==> src/rtl/lcr_pkg.sv <==
// ----------------------------------------------------------------------------
// lcr_pkg
// Types, character codes and name tables for the line command recognizer.
// ----------------------------------------------------------------------------
package lcr_pkg;

  // character codes
  localparam logic [7:0] CH_NUL   = 8'h00;
  localparam logic [7:0] CH_TAB   = 8'h09;
  localparam logic [7:0] CH_LF    = 8'h0A;
  localparam logic [7:0] CH_CR    = 8'h0D;
  localparam logic [7:0] CH_SPACE = 8'h20;
  localparam logic [7:0] CH_COMMA = 8'h2C;
  localparam logic [7:0] CH_UPPER_A = 8'h41;
  localparam logic [7:0] CH_UPPER_Z = 8'h5A;
  localparam logic [7:0] CASE_OFFSET = 8'h20;

  localparam logic [3:0] VERSION_LEN = 4'd7;
  localparam logic [3:0] DFU_LEN     = 4'd3;
  localparam logic [3:0] FIRST_LEN_MAX = 4'd15;
  localparam logic [5:0] TOKENS_MAX  = 6'd63;

  typedef enum logic [1:0] {
    CMD_NONE    = 2'd0,
    CMD_VERSION = 2'd1,
    CMD_DFU     = 2'd2,
    CMD_UNKNOWN = 2'd3
  } cmd_e;

  typedef struct packed {
    logic [5:0] line_length;
    logic       between_tokens;
    logic [5:0] tokens_seen;
    logic       text_ended;
    logic [3:0] first_len;
    logic       match_version;
    logic       match_dfu;
  } line_state_t;

  localparam line_state_t LINE_RESET = '{
    line_length:    6'd0,
    between_tokens: 1'b1,
    tokens_seen:    6'd0,
    text_ended:     1'b0,
    first_len:      4'd0,
    match_version:  1'b1,
    match_dfu:      1'b1
  };

  typedef struct packed {
    logic       valid;
    cmd_e       command;
    logic [5:0] token_count;
  } line_result_t;

  function automatic logic [7:0] version_char(input logic [3:0] pos);
    logic [7:0] c;
    case (pos)
      4'd0:    c = 8'h76; // v
      4'd1:    c = 8'h65; // e
      4'd2:    c = 8'h72; // r
      4'd3:    c = 8'h73; // s
      4'd4:    c = 8'h69; // i
      4'd5:    c = 8'h6F; // o
      4'd6:    c = 8'h6E; // n
      default: c = CH_NUL;
    endcase
    return c;
  endfunction

  function automatic logic [7:0] dfu_char(input logic [3:0] pos);
    logic [7:0] c;
    case (pos)
      4'd0:    c = 8'h64; // d
      4'd1:    c = 8'h66; // f
      4'd2:    c = 8'h75; // u
      default: c = CH_NUL;
    endcase
    return c;
  endfunction

endpackage

==> src/rtl/lcr_line_step.sv <==
// ----------------------------------------------------------------------------
// lcr_line_step
// Next line state and end-of-line result for one received character.
// ----------------------------------------------------------------------------
module lcr_line_step (
  input  lcr_pkg::line_state_t  state_i,
  input  logic [7:0]            ch_i,
  input  logic                  line_full_i,
  output lcr_pkg::line_state_t  state_o,
  output lcr_pkg::line_result_t result_o
);
  import lcr_pkg::*;

  logic       is_ws;
  logic       is_comma;
  logic       do_match;
  logic [7:0] low_ch;

  assign is_ws    = (ch_i == CH_SPACE) || (ch_i == CH_TAB);
  assign is_comma = (ch_i == CH_COMMA);
  assign low_ch   = (ch_i inside {[CH_UPPER_A:CH_UPPER_Z]}) ? ch_i + CASE_OFFSET : ch_i;

  always_comb begin
    state_o              = state_i;
    result_o.valid       = 1'b0;
    result_o.command     = CMD_NONE;
    result_o.token_count = state_i.tokens_seen;
    do_match             = 1'b0;

    if ((ch_i == CH_CR) || (ch_i == CH_LF)) begin
      // an empty line leaves everything as it is
      if (state_i.line_length != 6'd0) begin
        result_o.valid = 1'b1;
        if (state_i.tokens_seen == 6'd0) begin
          result_o.command = CMD_NONE;
        end else if (state_i.match_version && (state_i.first_len == VERSION_LEN)) begin
          result_o.command = CMD_VERSION;
        end else if (state_i.match_dfu && (state_i.first_len == DFU_LEN)) begin
          result_o.command = CMD_DFU;
        end else begin
          result_o.command = CMD_UNKNOWN;
        end
        state_o = LINE_RESET;
      end
    end else if (!line_full_i) begin
      state_o.line_length = state_i.line_length + 6'd1;
      if (!state_i.text_ended) begin
        if (ch_i == CH_NUL) begin
          state_o.text_ended = 1'b1;
        end else if (state_i.between_tokens) begin
          if (!is_ws) begin
            if (state_i.tokens_seen != TOKENS_MAX) begin
              state_o.tokens_seen = state_i.tokens_seen + 6'd1;
            end
            // a comma here closes an empty token
            if (!is_comma) begin
              state_o.between_tokens = 1'b0;
              do_match = (state_i.tokens_seen == 6'd0);
            end
          end
        end else begin
          if (is_ws || is_comma) begin
            state_o.between_tokens = 1'b1;
          end else begin
            do_match = (state_i.tokens_seen == 6'd1);
          end
        end
      end
    end

    if (do_match) begin
      if ((state_i.first_len >= VERSION_LEN) || (version_char(state_i.first_len) != low_ch)) begin
        state_o.match_version = 1'b0;
      end
      if ((state_i.first_len >= DFU_LEN) || (dfu_char(state_i.first_len) != low_ch)) begin
        state_o.match_dfu = 1'b0;
      end
      if (state_i.first_len != FIRST_LEN_MAX) begin
        state_o.first_len = state_i.first_len + 4'd1;
      end
    end
  end

endmodule

==> src/rtl/line_command_recognizer.sv <==
// ----------------------------------------------------------------------------
// line_command_recognizer
// Tokenizes received characters and reports the command of each line.
// ----------------------------------------------------------------------------
// Usage:
//   Input channel: one character word per cycle on ch_i with in_valid_i;
//   it is taken at a clock edge where in_valid_i is high and in_stall_o low.
//   Output channel: one word per non-empty line, given when CR or LF
//   arrives, with command_o and token_count_o; taken where out_valid_o is
//   high and out_stall_i low.
//   Each result is registered in the output register, or in the skid register.
//   Throughput: one character per cycle while in_stall_o is low; the line state
//   update is a single compare-and-count step between the line state register
//   and the output register.
//   When the receiver stalls, a second result is held in a skid register;
//   in_stall_o rises only while that skid register is occupied.
//   Reset clears the line state (no tokens, nothing kept) and empties the
//   output and skid registers.
//   At most LINE_CAPACITY-1 characters of a line are kept; later ones up to
//   the line end are dropped.
// ----------------------------------------------------------------------------
module line_command_recognizer #(
  parameter int LINE_CAPACITY = 64
) (
  input  logic       clk_i,
  input  logic       rst_ni,
  input  logic       in_valid_i,
  output logic       in_stall_o,
  input  logic [7:0] ch_i,
  output logic       out_valid_o,
  input  logic       out_stall_i,
  output logic [1:0] command_o,
  output logic [5:0] token_count_o
);
  import lcr_pkg::*;

  localparam logic [5:0] KEEP_MAX = 6'(LINE_CAPACITY - 1);

  line_state_t  state_q, state_d, state_next;
  line_result_t step_res;
  logic         in_fire;
  logic         out_fire;

  logic       out_valid_q, out_valid_d;
  cmd_e       out_cmd_q, out_cmd_d;
  logic [5:0] out_count_q, out_count_d;
  logic       skid_valid_q, skid_valid_d;
  cmd_e       skid_cmd_q, skid_cmd_d;
  logic [5:0] skid_count_q, skid_count_d;

  lcr_line_step u_step (
    .state_i     (state_q),
    .ch_i        (ch_i),
    .line_full_i (state_q.line_length >= KEEP_MAX),
    .state_o     (state_next),
    .result_o    (step_res)
  );

  assign in_stall_o = skid_valid_q;
  assign in_fire    = in_valid_i && !in_stall_o;
  assign out_fire   = out_valid_q && !out_stall_i;

  always_comb begin
    state_d      = in_fire ? state_next : state_q;
    out_valid_d  = out_valid_q;
    out_cmd_d    = out_cmd_q;
    out_count_d  = out_count_q;
    skid_valid_d = skid_valid_q;
    skid_cmd_d   = skid_cmd_q;
    skid_count_d = skid_count_q;

    if (skid_valid_q) begin
      // input is stalled, so only the skid word can move
      if (out_fire) begin
        out_valid_d  = 1'b1;
        out_cmd_d    = skid_cmd_q;
        out_count_d  = skid_count_q;
        skid_valid_d = 1'b0;
      end
    end else begin
      if (!out_valid_q || out_fire) begin
        out_valid_d = in_fire && step_res.valid;
        out_cmd_d   = step_res.command;
        out_count_d = step_res.token_count;
      end else if (in_fire && step_res.valid) begin
        skid_valid_d = 1'b1;
        skid_cmd_d   = step_res.command;
        skid_count_d = step_res.token_count;
      end
    end
  end

  always_ff @(posedge clk_i or negedge rst_ni) begin
    if (!rst_ni) begin
      state_q      <= LINE_RESET;
      out_valid_q  <= 1'b0;
      skid_valid_q <= 1'b0;
    end else begin
      state_q      <= state_d;
      out_valid_q  <= out_valid_d;
      skid_valid_q <= skid_valid_d;
    end
  end

  always_ff @(posedge clk_i) begin
    out_cmd_q    <= out_cmd_d;
    out_count_q  <= out_count_d;
    skid_cmd_q   <= skid_cmd_d;
    skid_count_q <= skid_count_d;
  end

  assign out_valid_o   = out_valid_q;
  assign command_o     = out_cmd_q;
  assign token_count_o = out_count_q;

endmodule
==> config.mk <==
export PLATFORM = sky130hd
export DESIGN_NAME = line_command_recognizer
export DESIGN_NICKNAME = d
export VERILOG_FILES = /design/src/rtl/lcr_pkg.sv /design/src/rtl/lcr_line_step.sv /design/src/rtl/line_command_recognizer.sv
export SDC_FILE = /design/constraint.sdc
export NUM_CORES = 1
export LEC_CHECK = 0
export ABC_AREA = 1
export BUFFER_PORTS_ARGS = -buffer_cell sky130_fd_sc_hd__clkbuf_2
export CORE_MARGIN = 3
export CORE_UTILIZATION = 62
export CTS_CLUSTER_DIAMETER = 100
export CTS_CLUSTER_SIZE = 30
export DETAILED_ROUTE_END_ITERATION = 16
export PLACE_DENSITY = 0.82
export SYNTH_ARGS = -nofsm -noshare
export SYNTH_HDL_FRONTEND = slang
export SYNTH_SLANG_ARGS = --single-unit
==> constraint.sdc <==
create_clock -name clk_i -period 3 [get_ports clk_i]
set_clock_uncertainty 0.1 [all_clocks]
set_input_delay 0 -clock clk_i [delete_from_list [all_inputs] [get_ports clk_i]]
set_output_delay 0 -clock clk_i [all_outputs]
set_load 0.01 [all_outputs]
==> impl_metrics.py <==
metrics = {
    "status": {
        "status": "complete, no violations",
    },
    "yosys": {
        "synthDistinctLibCells": 32,
        "synth.area.top_cells": "edfxtp_1 19%, dfrtp_1 19%, nand2_1 16%",
        "synth_top_area_cell": "edfxtp_1",
        "ys_seq_area_frac": 0.410,
        "netlist_area_mm2": 0.00252,
        "yosys_register_bits": 38,
        "ys_warn_count": 0,
        "postSynthAreaPerCell_um2": 7.27,
        "syn_inst": 347,
        "netlist.area_leader.share": 0.191,
        "synth_fp_nets": 369,
    },
    "final_layout": {
        "fin_cells": 422,
        "fillerInstances": 300,
        "final_layout_size_suffix_gt1_frac": 0.134,
        "final_net_count": 395,
        "area_growth_pct": 12.0,
        "diodes": 0,
        "finish.utilization": 0.743,
        "layout_commonest_cell": "nand2_1",
        "layout_common_cells": "108 x nand2_1, 49 x inv_1, 34 x nand3_1",
    },
    "hold_path": {
        "hold_class": "in2reg",
        "hold_start": "in_valid_i",
    },
    "sta": {
        "period_minus_slack_ns": 2.27,
        "drv_slew": 0,
        "fin_crit_sh": 0.757,
        "setup_tns_ns": 0,
        "max_slew_margin": 0.444,
        "finalHoldWorstSlack_ns": 0.0205,
        "setup_viol": 0,
        "rsz0062_at_grt": "false",
        "hold_violations": 0,
        "worst_pin_slew_ns": 0.834,
        "fmax_mhz": 440,
    },
    "die": {
        "die_h_um": 69.8,
        "start_util": 0.664,
        "rows": 22,
        "coreArea_mm2": 0.00380,
        "die-area_mm2": 0.00487,
        "io_pins": 22,
        "die_w_um": 69.8,
    },
    "power_and_ir_drop": {
        "p_int_w": 0.00119,
        "combPwrFrac": 0.327,
        "power-per-cell-area_mw_per_mm2": 652,
        "vdd_ir_drop_max_uv": 395,
        "p_leak_nw": 1.45,
        "sw_frac_of_total": 0.354,
        "switchingPower_w": 0.000651,
        "clkPwrFrac": 0.285,
        "power_frac_seq": 0.389,
    },
    "cts": {
        "cts_tree": "done",
        "clk_latency_ns": 0.29,
        "clkSinkCount": 38,
        "cts_buffers": 5,
        "path_clk_slew_ns": 0.08,
        "root_buffer": "clkbuf_8",
        "clk_path_buf_depth": 2,
        "htree_levels": 2,
    },
    "critical_path": {
        "cp.required_ns": 2.83,
        "cp_max_fo": 15,
        "critPathArrivalTime_ns": 2.10,
        "critPathLaunchType": "flop",
        "critical_path_class": "reg2reg",
        "cp-startpoint": "in_stall_o",
        "worstSetupEndpointType": "flop",
        "r2r-start": "in_stall_o",
    },
    "routing": {
        "via_per_inst": 5.43,
        "first_pass_iters": 4,
        "wl_per_cell_um": 13.1,
        "drc": 0,
        "drtAntennaViolNets": 0,
        "drt_wl_total_um": 5520,
        "drt_iter0_markers": 159,
        "dr_total_vias": 2291,
    },
    "placed_design": {
        "globalplace.congestion": 0.911,
        "place_hpwl_um": 4310,
        "post-place-cells": 412,
        "numPortBuffers": 21,
    },
    "run": {
        "drv_cap": 0,
    },
    "global_route": {
        "grt_max_degree": 23,
        "gr-total-overflow": 0,
        "grt_pass1_vias": 2167,
        "grt_pass1_wl_um": 9560,
        "antenna_found_initial": 0,
        "grtUsageTotal": 0.242,
    },
}
[state kept, by name (all words and copies together), names as in the netlist]
signal         flops
state_q           20
skid_cmd_q         2
in_stall_o         1
skid_count_q       6
token_count_o      6
command_o          2
out_valid_o        1
[through the flow]
stage                     setup WS, ns  power, W  cell area [um^2]
after floorplan                   1.12   0.00118              2520
after CTS                        0.722   0.00185              2820
final                            0.728   0.00184              2820
after detailed placement         0.746   0.00132              2670
after global placement           0.878   0.00130              2670
after global routing             0.516   0.00199              2820
[cells in the mapped netlist]
| library cell | count |
|---|---|
| xor2_1 | 4 |
| nor4_1 | 1 |
| or2_2 | 2 |
| ha_1 | 10 |
| nand4_1 | 8 |
| inv_1 | 49 |
| nand2_2 | 1 |
| nor3_1 | 7 |
| o31ai_1 | 1 |
| clkinv_2 | 1 |
| nand2_4 | 2 |
| o21ai_0 | 21 |
| nor2_2 | 4 |
| dfstp_2 | 3 |
| o21ai_1 | 2 |
| a21oi_1 | 7 |
| nand3_1 | 34 |
| nor2_1 | 32 |
| buf_4 | 1 |
| inv_2 | 2 |
| buf_2 | 2 |
| clkbuf_1 | 1 |
| edfxtp_1 | 16 |
| nor2_4 | 2 |
| a21oi_2 | 1 |
| nor3_4 | 1 |
| nand2_1 | 108 |
| a22oi_1 | 1 |
| dfrtp_1 | 19 |
| o22ai_4 | 1 |
| nand3_2 | 1 |
| a31oi_1 | 2 |
[power groups by stage]
stage / clock (W) / combinational (W) / sequential (W)
finish: 0.000524 / 0.000602 / 0.000716
global placement: 0 / 0.000579 / 0.000720
CTS: 0.000535 / 0.000601 / 0.000714
detailed placement: 0 / 0.000596 / 0.000725
floorplan: 0 / 0.000485 / 0.000699
global route: 0.000560 / 0.000700 / 0.000728
[area by class of cell]
type | instances | area (um^2) | area share
flip-flops and latches | 38 | 1030 | 0.367
multi-input cells | 253 | 1270 | 0.449
inverters | 52 | 196 | 0.0696
clock inverters | 3 | 68.8 | 0.0244
well taps | 48 | 60.1 | 0.0213
repair buffers | 23 | 125 | 0.0443
clock buffers | 5 | 68.8 | 0.0244
[worst max-delay path: stages (launching register included)]
cell,delay (ns)
dfrtp_1,0.52
inv_1,0.22
nand2_1,0.18
inv_1,0.16
nand2_1,0.18
nor2_1,0.54
[final timing paths]
check	to	slack, ns	cells after the start
max in group asynchronous	state_q[2]	2.28	2
setup reg to reg	skid_count_q[3]	0.73	5
min in group asynchronous	in_stall_o	0.13	2
hold reg to reg	state_q[0]	0.39	2
hold / removal	state_q[5]	0.02	4
setup / recovery	skid_count_q[3]	0.73	5
[metal layers]
layer	GRT usage	routed length, um	vias up	share of wire
li1	-	-	1165	-
met1	0.315	2470	1053	0.45
met2	0.407	2630	65	0.48
met3	0.0493	343	8	0.062
met4	0.0723	70	0	0.013
met5	0	0	-	0
[cells by family (layout without fill, tap and decap cells)]
family | after synthesis | count (layout) | share of synthesized area
DFF | 38 | 38 | 0.410
and+or+nand+nor | 203 | 203 | 0.358
AOI/OAI and AO/OA | 36 | 36 | 0.0819
xor gates and xnor gates | 4 | 4 | 0.0139
adders and majority gates | 10 | 10 | 0.0496
buffers and inverters | 56 | 83 | 0.0864
[timing repair]
item / 4_1_cts / 5_1_grt
hold endpoints to repair: 23 / 0
resized for setup: 0 / 0
setup buffers: 0 / 0
hold buffers: 2 / 0
No activity file was read; power rests on OpenSTA's default activity.
